<file path="src/bole_pkg.sv">
// Shared constants and codes for the bounded ordered list engine.
package bole_pkg;

  localparam int CAPACITY = 32;
  localparam int ADDR_W   = $clog2(CAPACITY);
  localparam int CNT_W    = $clog2(CAPACITY + 1);
  localparam int SUM_W    = CNT_W + 1;
  localparam int DATA_W   = 32;
  localparam int REQ_W    = 3;
  localparam int STAT_W   = 3;
  localparam int POS_IN_W = 5;
  localparam int POS_W    = 6;

  // Request codes
  localparam logic [REQ_W-1:0] REQ_INS_FRONT = 3'd0;
  localparam logic [REQ_W-1:0] REQ_INS_END   = 3'd1;
  localparam logic [REQ_W-1:0] REQ_SEARCH    = 3'd2;
  localparam logic [REQ_W-1:0] REQ_DEL_VAL   = 3'd3;
  localparam logic [REQ_W-1:0] REQ_DEL_POS   = 3'd4;
  localparam logic [REQ_W-1:0] REQ_DUMP      = 3'd5;

  // Status codes
  localparam logic [STAT_W-1:0] ST_OK        = 3'd0;
  localparam logic [STAT_W-1:0] ST_NOT_FOUND = 3'd1;
  localparam logic [STAT_W-1:0] ST_EMPTY     = 3'd2;
  localparam logic [STAT_W-1:0] ST_FULL      = 3'd3;
  localparam logic [STAT_W-1:0] ST_BAD_POS   = 3'd4;

endpackage

</file>
<file path="src/bole_ram.sv">
// Generic single-write, single-read RAM with registered read data.
module bole_ram #(
  parameter int WIDTH = 32,
  parameter int DEPTH = 32
) (
  input  logic                     clk,
  input  logic                     we,
  input  logic [$clog2(DEPTH)-1:0] waddr,
  input  logic [WIDTH-1:0]         wdata,
  input  logic                     re,
  input  logic [$clog2(DEPTH)-1:0] raddr,
  output logic [WIDTH-1:0]         rdata
);

  logic [WIDTH-1:0] mem [DEPTH];

  always_ff @(posedge clk) begin
    if (we) begin
      mem[waddr] <= wdata;
    end
    if (re) begin
      rdata <= mem[raddr];
    end
  end

endmodule

</file>
<file path="src/bounded_ordered_list_engine.sv">
// Top level of the bounded ordered list engine: sequencer, list RAM and result port.
//
// The engine holds an ordered list of up to 32 signed 32-bit values in a
// circular buffer inside one RAM, and serves one request at a time: a request
// beat is taken when start is high and busy is low. Every result beat is shown
// on the result ports for exactly one cycle with result_valid high, and the
// receiver cannot stall it. Inserts answer in the next cycle, and busy
// stays low. Search scans the list up to the match, delete by value scans to
// the match and then shifts the later entries down, delete by position
// shifts the entries past pos down, and dump gives one result beat per cycle.
// The walk is paced by the single RAM read port: one entry is read per cycle
// and its registered read data is then compared, moved or emitted.
// Error cases (full, empty, bad position) answer in the cycle after the beat.
// Request codes 6 and 7 are taken and ignored; they give no result beat.
module bounded_ordered_list_engine (
  input  logic                                  clk,
  input  logic                                  rst,
  input  logic                                  start,
  output logic                                  busy,
  input  logic [bole_pkg::REQ_W-1:0]            req_type,
  input  logic signed [bole_pkg::DATA_W-1:0]    item_value,
  input  logic [bole_pkg::POS_IN_W-1:0]         item_position,
  output logic                                  result_valid,
  output logic [bole_pkg::STAT_W-1:0]           status,
  output logic signed [bole_pkg::DATA_W-1:0]    result_value,
  output logic [bole_pkg::POS_W-1:0]            result_position,
  output logic [bole_pkg::POS_W-1:0]            list_length,
  output logic                                  last_of_run
);

  localparam int ADDR_W = bole_pkg::ADDR_W;
  localparam int CNT_W  = bole_pkg::CNT_W;
  localparam int SUM_W  = bole_pkg::SUM_W;
  localparam int DATA_W = bole_pkg::DATA_W;
  localparam int POS_W  = bole_pkg::POS_W;

  // Sequencer states
  localparam logic [2:0] S_IDLE  = 3'd0;
  localparam logic [2:0] S_SCAN  = 3'd1;
  localparam logic [2:0] S_FETCH = 3'd2;
  localparam logic [2:0] S_TAKE  = 3'd3;
  localparam logic [2:0] S_SHIFT = 3'd4;
  localparam logic [2:0] S_DUMP  = 3'd5;

  logic [2:0]              state;
  logic [ADDR_W-1:0]       head;      // physical address of list position 0
  logic [CNT_W-1:0]        count;     // number of valid entries
  logic                    del_mode;  // scan deletes the match instead of reporting it
  logic [DATA_W-1:0]       val_reg;
  logic [CNT_W-1:0]        rd_idx;    // logical index of the next read
  logic                    cmp_valid; // rd_data holds entry cmp_idx
  logic [CNT_W-1:0]        cmp_idx;
  logic                    wr_pend;   // rd_data is to be written back at wr_addr
  logic [ADDR_W-1:0]       wr_addr;
  logic [DATA_W-1:0]       rm_value;

  // RAM port
  logic                    ram_we;
  logic [ADDR_W-1:0]       ram_waddr;
  logic [DATA_W-1:0]       ram_wdata;
  logic                    ram_re;
  logic [DATA_W-1:0]       rd_data;

  // Shared address unit: logical index to physical address, with wrap
  logic [CNT_W-1:0]        addr_idx;
  logic [SUM_W-1:0]        addr_raw;
  logic [ADDR_W-1:0]       addr_sum;
  logic [ADDR_W-1:0]       head_dec;
  logic [ADDR_W-1:0]       sum_dec;

  logic                    accept;
  logic                    is_full;
  logic                    is_empty;
  logic                    walk_state;

  assign busy     = (state != S_IDLE);
  assign accept   = start && !busy;
  assign is_full  = (count == CNT_W'(bole_pkg::CAPACITY));
  assign is_empty = (count == '0);

  assign addr_idx = (state == S_IDLE) ? count : rd_idx;
  assign addr_raw = SUM_W'(head) + SUM_W'(addr_idx);

  always_comb begin
    if (addr_raw >= SUM_W'(bole_pkg::CAPACITY)) begin
      addr_sum = ADDR_W'(addr_raw - SUM_W'(bole_pkg::CAPACITY));
    end else begin
      addr_sum = ADDR_W'(addr_raw);
    end
  end

  assign head_dec = (head == '0) ? ADDR_W'(bole_pkg::CAPACITY - 1) : head - ADDR_W'(1);
  assign sum_dec  = (addr_sum == '0) ? ADDR_W'(bole_pkg::CAPACITY - 1)
                                     : addr_sum - ADDR_W'(1);

  assign walk_state = (state == S_SCAN) || (state == S_DUMP) || (state == S_SHIFT);

  // Drive the RAM: inserts write at accept, the shift walk writes back one behind
  always_comb begin
    ram_re = (state == S_FETCH) || (walk_state && (rd_idx < count));
    if (state == S_IDLE) begin
      ram_we    = accept && !is_full &&
                  ((req_type == bole_pkg::REQ_INS_FRONT) ||
                   (req_type == bole_pkg::REQ_INS_END));
      ram_waddr = (req_type == bole_pkg::REQ_INS_FRONT) ? head_dec : addr_sum;
      ram_wdata = item_value;
    end else begin
      ram_we    = (state == S_SHIFT) && wr_pend;
      ram_waddr = wr_addr;
      ram_wdata = rd_data;
    end
  end

  bole_ram #(
    .WIDTH (DATA_W),
    .DEPTH (bole_pkg::CAPACITY)
  ) u_list_ram (
    .clk   (clk),
    .we    (ram_we),
    .waddr (ram_waddr),
    .wdata (ram_wdata),
    .re    (ram_re),
    .raddr (addr_sum),
    .rdata (rd_data)
  );

  // Sequencer and result register
  always_ff @(posedge clk) begin
    if (rst) begin
      state        <= S_IDLE;
      head         <= '0;
      count        <= '0;
      cmp_valid    <= 1'b0;
      wr_pend      <= 1'b0;
      result_valid <= 1'b0;
    end else begin
      result_valid <= 1'b0;
      unique case (state)
        S_IDLE: begin
          if (accept) begin
            // Default result fields for single-beat answers
            result_value    <= '0;
            result_position <= '0;
            last_of_run     <= 1'b1;
            list_length     <= POS_W'(count);
            val_reg         <= item_value;
            rd_idx          <= '0;
            cmp_valid       <= 1'b0;
            wr_pend         <= 1'b0;
            del_mode        <= (req_type == bole_pkg::REQ_DEL_VAL);
            unique case (req_type)
              bole_pkg::REQ_INS_FRONT, bole_pkg::REQ_INS_END: begin
                result_valid <= 1'b1;
                if (is_full) begin
                  status <= bole_pkg::ST_FULL;
                end else begin
                  status      <= bole_pkg::ST_OK;
                  count       <= count + CNT_W'(1);
                  list_length <= POS_W'(count + CNT_W'(1));
                  if (req_type == bole_pkg::REQ_INS_FRONT) begin
                    head <= head_dec;
                  end
                end
              end
              bole_pkg::REQ_SEARCH, bole_pkg::REQ_DEL_VAL: begin
                if (is_empty) begin
                  result_valid <= 1'b1;
                  status       <= bole_pkg::ST_EMPTY;
                end else begin
                  state <= S_SCAN;
                end
              end
              bole_pkg::REQ_DEL_POS: begin
                if (is_empty) begin
                  result_valid <= 1'b1;
                  status       <= bole_pkg::ST_EMPTY;
                end else if (CNT_W'(item_position) >= count) begin
                  result_valid <= 1'b1;
                  status       <= bole_pkg::ST_BAD_POS;
                end else begin
                  rd_idx <= CNT_W'(item_position);
                  state  <= S_FETCH;
                end
              end
              bole_pkg::REQ_DUMP: begin
                if (is_empty) begin
                  result_valid <= 1'b1;
                  status       <= bole_pkg::ST_EMPTY;
                end else begin
                  state <= S_DUMP;
                end
              end
              default: begin
                // unused request code: drop it
              end
            endcase
          end
        end

        S_SCAN: begin
          cmp_valid <= ram_re;
          cmp_idx   <= rd_idx;
          if (ram_re) begin
            rd_idx <= rd_idx + CNT_W'(1);
          end
          if (cmp_valid && (rd_data == val_reg)) begin
            if (del_mode) begin
              // hand over to the shift walk just past the match
              rm_value  <= rd_data;
              rd_idx    <= cmp_idx + CNT_W'(1);
              cmp_valid <= 1'b0;
              wr_pend   <= 1'b0;
              state     <= S_SHIFT;
            end else begin
              result_valid    <= 1'b1;
              status          <= bole_pkg::ST_OK;
              result_position <= POS_W'(cmp_idx + CNT_W'(1));
              cmp_valid       <= 1'b0;
              state           <= S_IDLE;
            end
          end else if (!cmp_valid && !ram_re) begin
            result_valid <= 1'b1;
            status       <= bole_pkg::ST_NOT_FOUND;
            state        <= S_IDLE;
          end
        end

        S_FETCH: begin
          rd_idx <= rd_idx + CNT_W'(1);
          state  <= S_TAKE;
        end

        S_TAKE: begin
          rm_value <= rd_data;
          wr_pend  <= 1'b0;
          state    <= S_SHIFT;
        end

        S_SHIFT: begin
          // read entry i, write it to place i-1 in the next cycle
          wr_pend <= ram_re;
          if (ram_re) begin
            rd_idx  <= rd_idx + CNT_W'(1);
            wr_addr <= sum_dec;
          end
          if (!ram_re && !wr_pend) begin
            count        <= count - CNT_W'(1);
            list_length  <= POS_W'(count - CNT_W'(1));
            result_valid <= 1'b1;
            status       <= bole_pkg::ST_OK;
            result_value <= rm_value;
            state        <= S_IDLE;
          end
        end

        S_DUMP: begin
          cmp_valid <= ram_re;
          cmp_idx   <= rd_idx;
          if (ram_re) begin
            rd_idx <= rd_idx + CNT_W'(1);
          end
          if (cmp_valid) begin
            result_valid    <= 1'b1;
            status          <= bole_pkg::ST_OK;
            result_value    <= rd_data;
            result_position <= POS_W'(cmp_idx + CNT_W'(1));
            last_of_run     <= (cmp_idx + CNT_W'(1) == count);
            if (cmp_idx + CNT_W'(1) == count) begin
              cmp_valid <= 1'b0;
              state     <= S_IDLE;
            end
          end
        end

        default: begin
          state <= S_IDLE;
        end
      endcase
    end
  end

  // The count never passes capacity
  a_count_bound: assert property (@(posedge clk) disable iff (rst)
    count <= CNT_W'(bole_pkg::CAPACITY))
    else $error("entry count above capacity");

  // A result that is not the last of its run is followed by another beat
  a_run_continues: assert property (@(posedge clk) disable iff (rst)
    (result_valid && !last_of_run) |=> result_valid)
    else $error("result run broken before its last beat");

  // Every result reports the length held by the engine
  a_length_match: assert property (@(posedge clk) disable iff (rst)
    result_valid |-> (list_length == POS_W'(count)))
    else $error("reported length differs from entry count");

  // The shift walk never reads and writes the same place in one cycle
  a_shift_no_clash: assert property (@(posedge clk) disable iff (rst)
    (state == S_SHIFT && ram_we && ram_re) |-> (ram_waddr != addr_sum))
    else $error("shift write collides with read");

endmodule

</file>
<file path="config.mk">
export PLATFORM = sky130hd
export DESIGN_NAME = bounded_ordered_list_engine
export DESIGN_NICKNAME = d
export VERILOG_FILES = /design/src/bole_pkg.sv /design/src/bole_ram.sv /design/src/bounded_ordered_list_engine.sv
export SDC_FILE = /design/constraint.sdc
export NUM_CORES = 1
export LEC_CHECK = 0
export BUFFER_PORTS_ARGS = -buffer_cell sky130_fd_sc_hd__buf_2
export CAP_MARGIN = 20
export CORE_MARGIN = 8
export CORE_UTILIZATION = 60
export DETAILED_ROUTE_END_ITERATION = 7
export PLACE_DENSITY = 0.77
export SLEW_MARGIN = 20
export SYNTH_ARGS = -nofsm -noshare
export SYNTH_HDL_FRONTEND = slang
export SYNTH_HIERARCHICAL = 1
export SYNTH_SLANG_ARGS = --single-unit
export TNS_END_PERCENT = 10
</file>
<file path="constraint.sdc">
create_clock -name clk -period 6.76 [get_ports clk]
set_clock_uncertainty 0.15 [all_clocks]
set_input_delay 0.676 -clock clk [delete_from_list [all_inputs] [get_ports clk]]
set_output_delay 0.676 -clock clk [all_outputs]
set_load 0.005 [all_outputs]
</file>
Word-level counts from Yosys, hierarchy flattened
Memories as Yosys holds them, arrays and structs flattened. A register that Yosys moved wholly into a read port is not among the register bits. Index checks and enable logic that the tools add are counted. Widths: inputs -> output; s select.

Bitwise gates (word level): 2. Add/subtract/negate cells: 8. Eq/ne operators: 30. Reductions and logical operators: 51. Order comparisons: 3. Mux-type cells: 80.

Operators by type and width (number): $mux 32 (6); $pmux 32 s3 (1); $mux 6 (13); $pmux 32 s2 (1); $mux 3 (19); $mux 5 (7); $eq 32x32->1 (1); $pmux 6 s4 (1); $mux 1 (20); $reduce_and 10->1 (2); $add 6x1->6 const B (3); $ne 3x3->1 const B (6); $pmux 3 s3 (2); $pmux 3 s6 (1); $pmux 6 s3 (1); $reduce_and 4->1 (4); $sub 5x1->5 const B (3); $eq 3x2->1 const B (4); $eq 3x3->1 const B (4); $pmux 3 s4 (1); $pmux 6 s2 (1); $reduce_and 3->1 (4); $reduce_bool 4->1 (3); $logic_not 5->1 (2); 31 further kinds (64).

RAM bits: 1024. Input bits: 43. Register bits after elaboration: 147. Logic and storage cells: 192. Output and inout bits: 50. Memories kept: 1.

Memory list: u_list_ram.mem (depth 32, bits a word 32, rd ports 1, clocked after Yosys merged registers in 1, write ports 1, RTL line bole_ram.sv:15) `logic [WIDTH-1:0] mem [DEPTH];`.

Logic depth before layout (Yosys ltp)
Gate-level depths: netlist (run 1).

Word-level depth: 10. Gate-level depth with buffers: 20. Depth with buffers taken out: 16.

Modules after synthesis
The synthesis (run 1) kept the hierarchy.

By module, submodules not included: bole_ram (area an instance 40812.9 um^2, cells each 2260, instances 1); bounded_ordered_list_engine (area an instance 7445.9 um^2, cells each 666, instances 1).

Least setup slack after synthesis (run 1)
No wires, ideal clock.

Path type: register to register. From: register state[1]. To: memory u_list_ram.mem[19][0], enable pin. Arrival time: 4.977 ns. Period minus slack after synthesis: 5.549 ns. Stages on the path, launching flop included: 19. Buffers on the path: 3. Data required time: 6.189 ns. Setup slack: 1.211 ns. Setup time: 0.421 ns. Cell sequence: dfxtp_1 > buf_2 > or2_1 > buf_6 > nor2_8 > inv_4 > clkbuf_1 > nand2_1 > o21ai_0 > ha_1 > fa_1 > a21o_1 > a21oi_1 > xnor2_2 > xnor2_2 > o21ai_1 > o21ai_1 > or3b_2 > nor2_1.

RTL lines: start, declared (RTL line bounded_ordered_list_engine.sv:45) `logic [2:0] state;`; start signal, assigned (RTL line bounded_ordered_list_engine.sv:130) `state <= S_IDLE;`; start signal, assigned (RTL line bounded_ordered_list_engine.sv:170) `state <= S_SCAN;`; start signal, assigned (RTL line bounded_ordered_list_engine.sv:182) `state <= S_FETCH;`; $logic_not 3->1 * (RTL line bounded_ordered_list_engine.sv:81) `assign addr_idx = (state == S_IDLE) ? count : rd_idx;`; $mux 6 * (RTL line bounded_ordered_list_engine.sv:81); $add 5x6->7 * (RTL line bounded_ordered_list_engine.sv:82) `assign addr_raw = SUM_W'(head) + SUM_W'(addr_idx);`; via addr_raw[4] (RTL line bounded_ordered_list_engine.sv:66) `logic [SUM_W-1:0] addr_raw;`; $ge 7x6->1 or $sub 5x1->5 (tied branches) (RTL line bounded_ordered_list_engine.sv:85, bounded_ordered_list_engine.sv:86); $mux 5 * (RTL line bounded_ordered_list_engine.sv:85) `if (addr_raw >= SUM_W'(bole_pkg::CAPACITY)) begin`; $mux 5 * (RTL line bounded_ordered_list_engine.sv:105) `ram_waddr = (req_type == bole_pkg::REQ_INS_FRONT) ? head_dec : addr_sum;`; $mux 5 * (RTL line bounded_ordered_list_engine.sv:101) `if (state == S_IDLE) begin`; via ram_waddr[4] (RTL line bounded_ordered_list_engine.sv:59) `logic [ADDR_W-1:0] ram_waddr;`; end, declared (RTL line bole_ram.sv:15).

The timed path passes the listed nets; every way through them passes the cells marked *.

Final worst setup path (run 1)
From: register state[1]. To: memory u_list_ram.mem[22][5], enable pin.

Same word-level chain as after synthesis.

==> results.sh, run 1 <==
export IMPL_final_nets=3125
export IMPL_synth_cell_types=72
export IMPL_p_switching_mw=6.427
export IMPL_hold_buffers=0
export IMPL_final_cell_mix="1186 x edfxtp_1, 516 x mux2i_1, 230 x nand2_1"
export IMPL_finalHoldViolCount=0
export IMPL_fp_coreArea_um2=80030
export IMPL_status="completed"
export IMPL_routedWlPerCell_um=26.82
export IMPL_grt_pass1_wl_mm=167.9
export IMPL_drc=0
export IMPL_mostFrequentLayoutCell="edfxtp_1"
export IMPL_place_gp_congestion=0.8721
export IMPL_pwr_density_cell_nw_per_um2=387.0
export IMPL_place_hpwl_mm=69.99
export IMPL_rr_endpoint="u_list_ram/mem[22][5]"
export IMPL_combPwrFrac_pct=25.3
export IMPL_post_cts_buffers=0
export IMPL_whs_path_depth=1
export IMPL_cts_max_level=3
export IMPL_period_needed_ps=5651
export IMPL_setup_tns_final_ps=0
export IMPL_wirelength_mm=113.1
export IMPL_drtIter0Drc=3396
export IMPL_largest_register_ffs=1024
export IMPL_worstPathRequired_ps=6880
export IMPL_ir_drop_mv=0.2870
export IMPL_area_delta_synth_final_pct=11.89
export IMPL_grt_usage_pct=24.52
export IMPL_clk_latency_ps=670
export IMPL_r2r_slack_ps=1110
export IMPL_p_int_mw=14.47
export IMPL_synth_edff_count=1186
export IMPL_io_pins=93
export IMPL_synth_nets=2991
export IMPL_cts_buffers=115
export IMPL_critPathKind="reg -> reg"
export IMPL_regMostFlops="u_list_ram/mem"
export IMPL_p_clk_share_pct=29.8
export IMPL_yosys_warnings=6
export IMPL_r2r_start="state[1]"
export IMPL_synth_seq_cells=1203
export IMPL_clock_sinks=1203
export IMPL_die_y_um=299.6
export IMPL_std_cell_rows=104
export IMPL_setup_violations=0
export IMPL_hold_end="val_reg[11]"
export IMPL_worstSetupEndpointType="flip-flop"
export IMPL_antennaDiodeCount=0
export IMPL_final_antenna_net_count=0
export IMPL_worst_pin_slew_ps=1124
export IMPL_start_util_pct=60.30
export IMPL_drt_pass1_iter_count=8
export IMPL_synth_flop_cell="edfxtp_1"
export IMPL_syn_avg_cell_area_um2=16.49
export IMPL_cp_arrival_ps=5770
export IMPL_syn_area_um2=48260
export IMPL_fin_crit_sh_pct=83.59
export IMPL_drive_gt1_share_pct=12.89
export IMPL_ff2ff_path_depth=11
export IMPL_grt_pass1_vias=26520
export IMPL_rsz0062_at_grt="no"
export IMPL_clock_path_buffers=3
export IMPL_whs_ps=56.07
export IMPL_cts_tree="built"
export IMPL_grt_max_degree=129
export IMPL_grt_overflow=0
export IMPL_swShare_pct=30.75
export IMPL_async_flop_share_pct=0
export IMPL_clk_pin_slew_ps=60
export IMPL_drv_cap=0
export IMPL_hold_start="item_value[11]"
export IMPL_root_buffer="clkbuf_16"
export IMPL_die_width_um=299.6
export IMPL_startpoint="state[1]"
export IMPL_fmax_ghz=0.1770
export IMPL_cts_resized=0
export IMPL_io_buffers=92
export IMPL_die_area_um2=89760
export IMPL_slew_headroom_pct=24.87
export IMPL_via_per_inst=6.399
export IMPL_start_kind="flip-flop"
export IMPL_vias=26980
export IMPL_antenna_found_initial=2
export IMPL_min_path_type="in -> reg"
export IMPL_worstPathMaxFanout=32
export IMPL_power_leakage_nw=17.41
export IMPL_seq_area_frac_synth_pct=74.50
export IMPL_slew_violations=0
export IMPL_synthCells=2926
export IMPL_fillers=5148
export IMPL_seqPwrFrac_pct=44.9
[power groups by stage]
stage / clock [mW] / combinational (mW) / sequential, mW
finish: 6.23 / 5.28 / 9.38
floorplan: 0 / 3.36 / 9.48
CTS: 6.31 / 5.13 / 9.40
global placement: 0 / 4.96 / 9.54
global route: 6.58 / 5.57 / 9.40
detailed placement: 0 / 5.10 / 9.55
[area by class of cell]
class,count,area [um^2],share of cell area (%)
multi-input cells,1544,11650,21.57
clock inverters,68,610.6,1.131
clock buffers,146,3068,5.682
repair buffers,175,1308,2.421
inverters,21,81.33,0.1506
well taps,1060,1326,2.456
flip-flops and latches,1203,35950,66.59
[routing by layer]
layer | GRT usage (%) | vias up | wire length (um)
met2 | 37.76 | 1591 | 52130
met1 | 35.80 | 13580 | 45930
li1 | - | 11670 | -
met5 | 0 | - | 0
met4 | 5.421 | 0 | 1919
met3 | 5.972 | 151 | 13110
[Yosys cell counts, drive strengths merged, types with 4 or more instances]
cell    number  share of area [%]
a22o        96                1.7
dfxtp       17               0.71
a31oi       37               0.51
ha          21               0.54
mux2i      516                 11
inv         21               0.17
nand3      107                1.1
clkbuf      61               0.49
nand2      240                1.9
nor3b        4              0.073
a22oi       99                1.5
edfxtp    1186                 74
nand4        9               0.12
nor2        73               0.61
a21o         8               0.12
xnor2       56                1.1
nand2b       7              0.091
o21ai       28               0.31
a21oi      117                1.2
or3b         4              0.078
and3         6              0.078
and2         7              0.091
nor3        51               0.53
xor2         6               0.12
nor2b        6              0.078
nor4         7               0.12
buf         97                1.4
nand3b       6               0.12
[per-stage QoR]
step / setup slack [ps] / area, um^2 / util, % / power, mW / cells
2_1_floorplan: 1211 / 48260 / - / 12.84 / 2926
3_3_place_gp: 1393 / 50090 / 62.60 / 14.50 / 3994
3_5_place_dp: 1249 / 50100 / 62.60 / 14.65 / 3994
4_1_cts: 1187 / 53780 / 67.20 / 20.83 / 4208
5_1_grt: 735.7 / 54000 / 67.47 / 21.55 / 4217
6_report: 1109 / 54000 / 67.47 / 20.90 / 4217
[critical path, stage by stage (launching register included)]
cell      delay, ps
dfxtp_1         670
or2_1           490
nor2_8           50
inv_4           170
o21ai_0         160
ha_4            200
fa_1            820
o21ai_0         160
o21ai_0         350
nand3b_1        720
buf_4           450
nor2_4          820
[cells by family after synthesis]
| logic type | count (synthesis) | share of synthesized area, % |
|---|---|---|
| mux | 516 | 10.70 |
| fa+ha+maj | 22 | 0.5859 |
| flops | 1203 | 74.50 |
| xor+xnor | 62 | 1.187 |
| compound gates | 407 | 5.867 |
| buf+inv | 179 | 2.038 |
| simple gates | 537 | 5.115 |
[worst max-delay path by stage]
stage | endpoint | slack, ps | cells past startpoint
2_1_floorplan | u_list_ram/mem[19][0] | 1210 | 18
5_1_grt | u_list_ram/mem[22][9] | 740 | 11
3_3_place_gp | u_list_ram/mem[22][17] | 1390 | 11
6_report | u_list_ram/mem[22][5] | 1110 | 11
3_5_place_dp | u_list_ram/mem[22][24] | 1250 | 11
4_1_cts | u_list_ram/mem[22][8] | 1190 | 11
Power figures use the tool's default switching activity.
==> run 2: changes to the inputs <==
--- a/config.mk
+++ b/config.mk
@@ -8,9 +8,9 @@
 export BUFFER_PORTS_ARGS = -buffer_cell sky130_fd_sc_hd__buf_2
 export CAP_MARGIN = 20
 export CORE_MARGIN = 8
-export CORE_UTILIZATION = 60
+export CORE_UTILIZATION = 56
 export DETAILED_ROUTE_END_ITERATION = 7
-export PLACE_DENSITY = 0.77
+export PLACE_DENSITY = 0.75
 export SLEW_MARGIN = 20
 export SYNTH_ARGS = -nofsm -noshare
 export SYNTH_HDL_FRONTEND = slang
==> constraint.sdc (replaced) <==
create_clock -name clk -period 4.6 [get_ports clk]
set_clock_uncertainty 0.15 [all_clocks]
set_input_delay 0.46 -clock clk [delete_from_list [all_inputs] [get_ports clk]]
set_output_delay 0.46 -clock clk [all_outputs]
set_load 0.005 [all_outputs]
==> run 2 against run 1 <==
  * Register-to-register slack lost 1100 ps
  * Critical endpoint is now u_list_ram/mem[2][13]
  * Utilization shrank 2.2 points
  * Critical path type unchanged
  * Non-clock buffer count grew 107
==> results.sh, run 2 (synthesis results as in run 1) <==
export IMPL_drtIter0Drc=3106
export IMPL_whs_ps=45.54
export IMPL_root_buffer="clkbuf_16"
export IMPL_startpoint="state[0]"
export IMPL_routedWlPerCell_um=26.41
export IMPL_hold_start="item_position[1]"
export IMPL_critPathKind="reg -> reg"
export IMPL_clk_latency_ps=690
export IMPL_final_nets=3233
export IMPL_placedInstanceArea_um2=51260
export IMPL_start_kind="flip-flop"
export IMPL_r2r_start="state[0]"
export IMPL_ir_drop_mv=0.3615
export IMPL_drt_pass1_iter_count=5
export IMPL_drv_cap=0
export IMPL_die_width_um=309.6
export IMPL_cts_max_level=3
export IMPL_cp_arrival_ps=4680
export IMPL_fin_crit_sh_pct=98.80
export IMPL_die_y_um=309.6
export IMPL_min_path_type="in -> reg"
export IMPL_rsz0062_at_grt="yes"
export IMPL_period_needed_ps=4545
export IMPL_io_buffers=92
export IMPL_grt_max_degree=141
export IMPL_grt_pass1_vias=27000
export IMPL_worstSetupEndpointType="flip-flop"
export IMPL_largest_register_ffs=1024
export IMPL_io_pins=93
export IMPL_vias=27230
export IMPL_antennaDiodeCount=0
export IMPL_wirelength_mm=116.5
export IMPL_pwr_density_cell_nw_per_um2=566.0
export IMPL_setup_violations=0
export IMPL_place_ws_ps=12.47
export IMPL_final_antenna_net_count=0
export IMPL_post_cts_buffers=0
export IMPL_power_leakage_nw=18.11
export IMPL_finalHoldViolCount=0
export IMPL_status="completed"
export IMPL_grt_overflow=0
export IMPL_drive_gt1_share_pct=15.12
export IMPL_worstPathMaxFanout=32
export IMPL_area_delta_synth_final_pct=15.27
export IMPL_cts_buffers=116
export IMPL_via_per_inst=6.173
export IMPL_grt_usage_pct=23.91
export IMPL_fmax_ghz=0.2200
export IMPL_die_area_um2=95830
export IMPL_clk_pin_slew_ps=70
export IMPL_place_hpwl_mm=71.83
export IMPL_fin_area_um2=55630
export IMPL_slew_violations=0
export IMPL_worst_pin_slew_ps=1095
export IMPL_clock_sinks=1203
export IMPL_std_cell_rows=107
export IMPL_slew_headroom_pct=26.43
export IMPL_drc=0
export IMPL_antenna_found_initial=1
export IMPL_cts_tree="built"
export IMPL_worstPathRequired_ps=4730
export IMPL_fillers=5727
export IMPL_place_gp_congestion=0.8826
export IMPL_clock_path_buffers=3
export IMPL_mostFrequentLayoutCell="edfxtp_1"
export IMPL_final_cell_mix="1186 x edfxtp_1, 516 x mux2i_1, 236 x nand2_1"
export IMPL_worst_slack_ps=55.14
export IMPL_start_util_pct=56.59
export IMPL_fp_coreArea_um2=85280
export IMPL_grt_pass1_wl_mm=171.3
export IMPL_regMostFlops="u_list_ram/mem"
-- run 2: changes by cell type in the layout (fill, tap and decap cells not counted), sizes merged --
cell         before  now
clkinvlp          2    7
inv              22   23
dlygate4sd3       0   36
clkinv           55   53
buf             175  246
-- run 2: through the flow --
step	utilization, %	TNS [ps]	std cells	total power [mW]
after floorplan	-	-200960	2926	18.90
after global placement	60.06	0	4150	21.83
after detailed placement	60.11	0	4152	22.05
after CTS	65.04	0	4406	31.41
after global routing	65.23	-13750	4412	32.41
final	65.23	0	4412	31.49
-- run 2: final cells by class --
| cell class | instances | area [um^2] | area share (%) |
|---|---|---|---|
| clock buffers | 146 | 3191 | 5.735 |
| clock inverters | 72 | 649.4 | 1.167 |
| inverters | 21 | 81.33 | 0.1462 |
| multi-input cells | 1544 | 11630 | 20.91 |
| flip-flops and latches | 1203 | 35950 | 64.63 |
| well taps | 1144 | 1431 | 2.573 |
| repair buffers | 282 | 2690 | 4.836 |
-- run 2: per-layer routing --
layer,global-route usage (%),wire [um]
met1,33.74,46550
met2,39.25,55840
met3,3.626,11410
met4,6.161,2690
met5,0,14
-- run 2: critical path, cell delays in order (launching register included) --
cell	delay, ps
dfxtp_1	310
or2_1	300
nor2_8	120
inv_4	40
nand2_1	50
o21ai_0	120
ha_4	200
fa_1	420
a21o_1	190
a21oi_2	190
xnor2_2	100
xnor2_2	150
o21ai_1	180
o21ai_2	180
or3_1	410
buf_4	190
nor2_4	800
-- run 2: timing repair --
item	CTS	global route
setup endpoints to repair	109	128
endpoints found under the hold margin	36	0
hold buffers	36	0
pin swaps	0	0
resized for setup	1	2
-- run 2: worst paths after layout --
| kind | endpoint | slack [ps] | cells past startpoint |
|---|---|---|---|
| worst max-delay path | u_list_ram/mem[2][13] | 60 | 16 |
| worst min-delay path | rd_idx[1] | 50 | 3 |
| worst max register to register | u_list_ram/mem[2][13] | 60 | 16 |
| worst min register to register | cmp_valid | 390 | 2 |
-- run 2: power breakdown --
group	switching, mW	internal (mW)
registers	0.185	13.6
clock network	3.98	5.46
logic	5.62	2.67
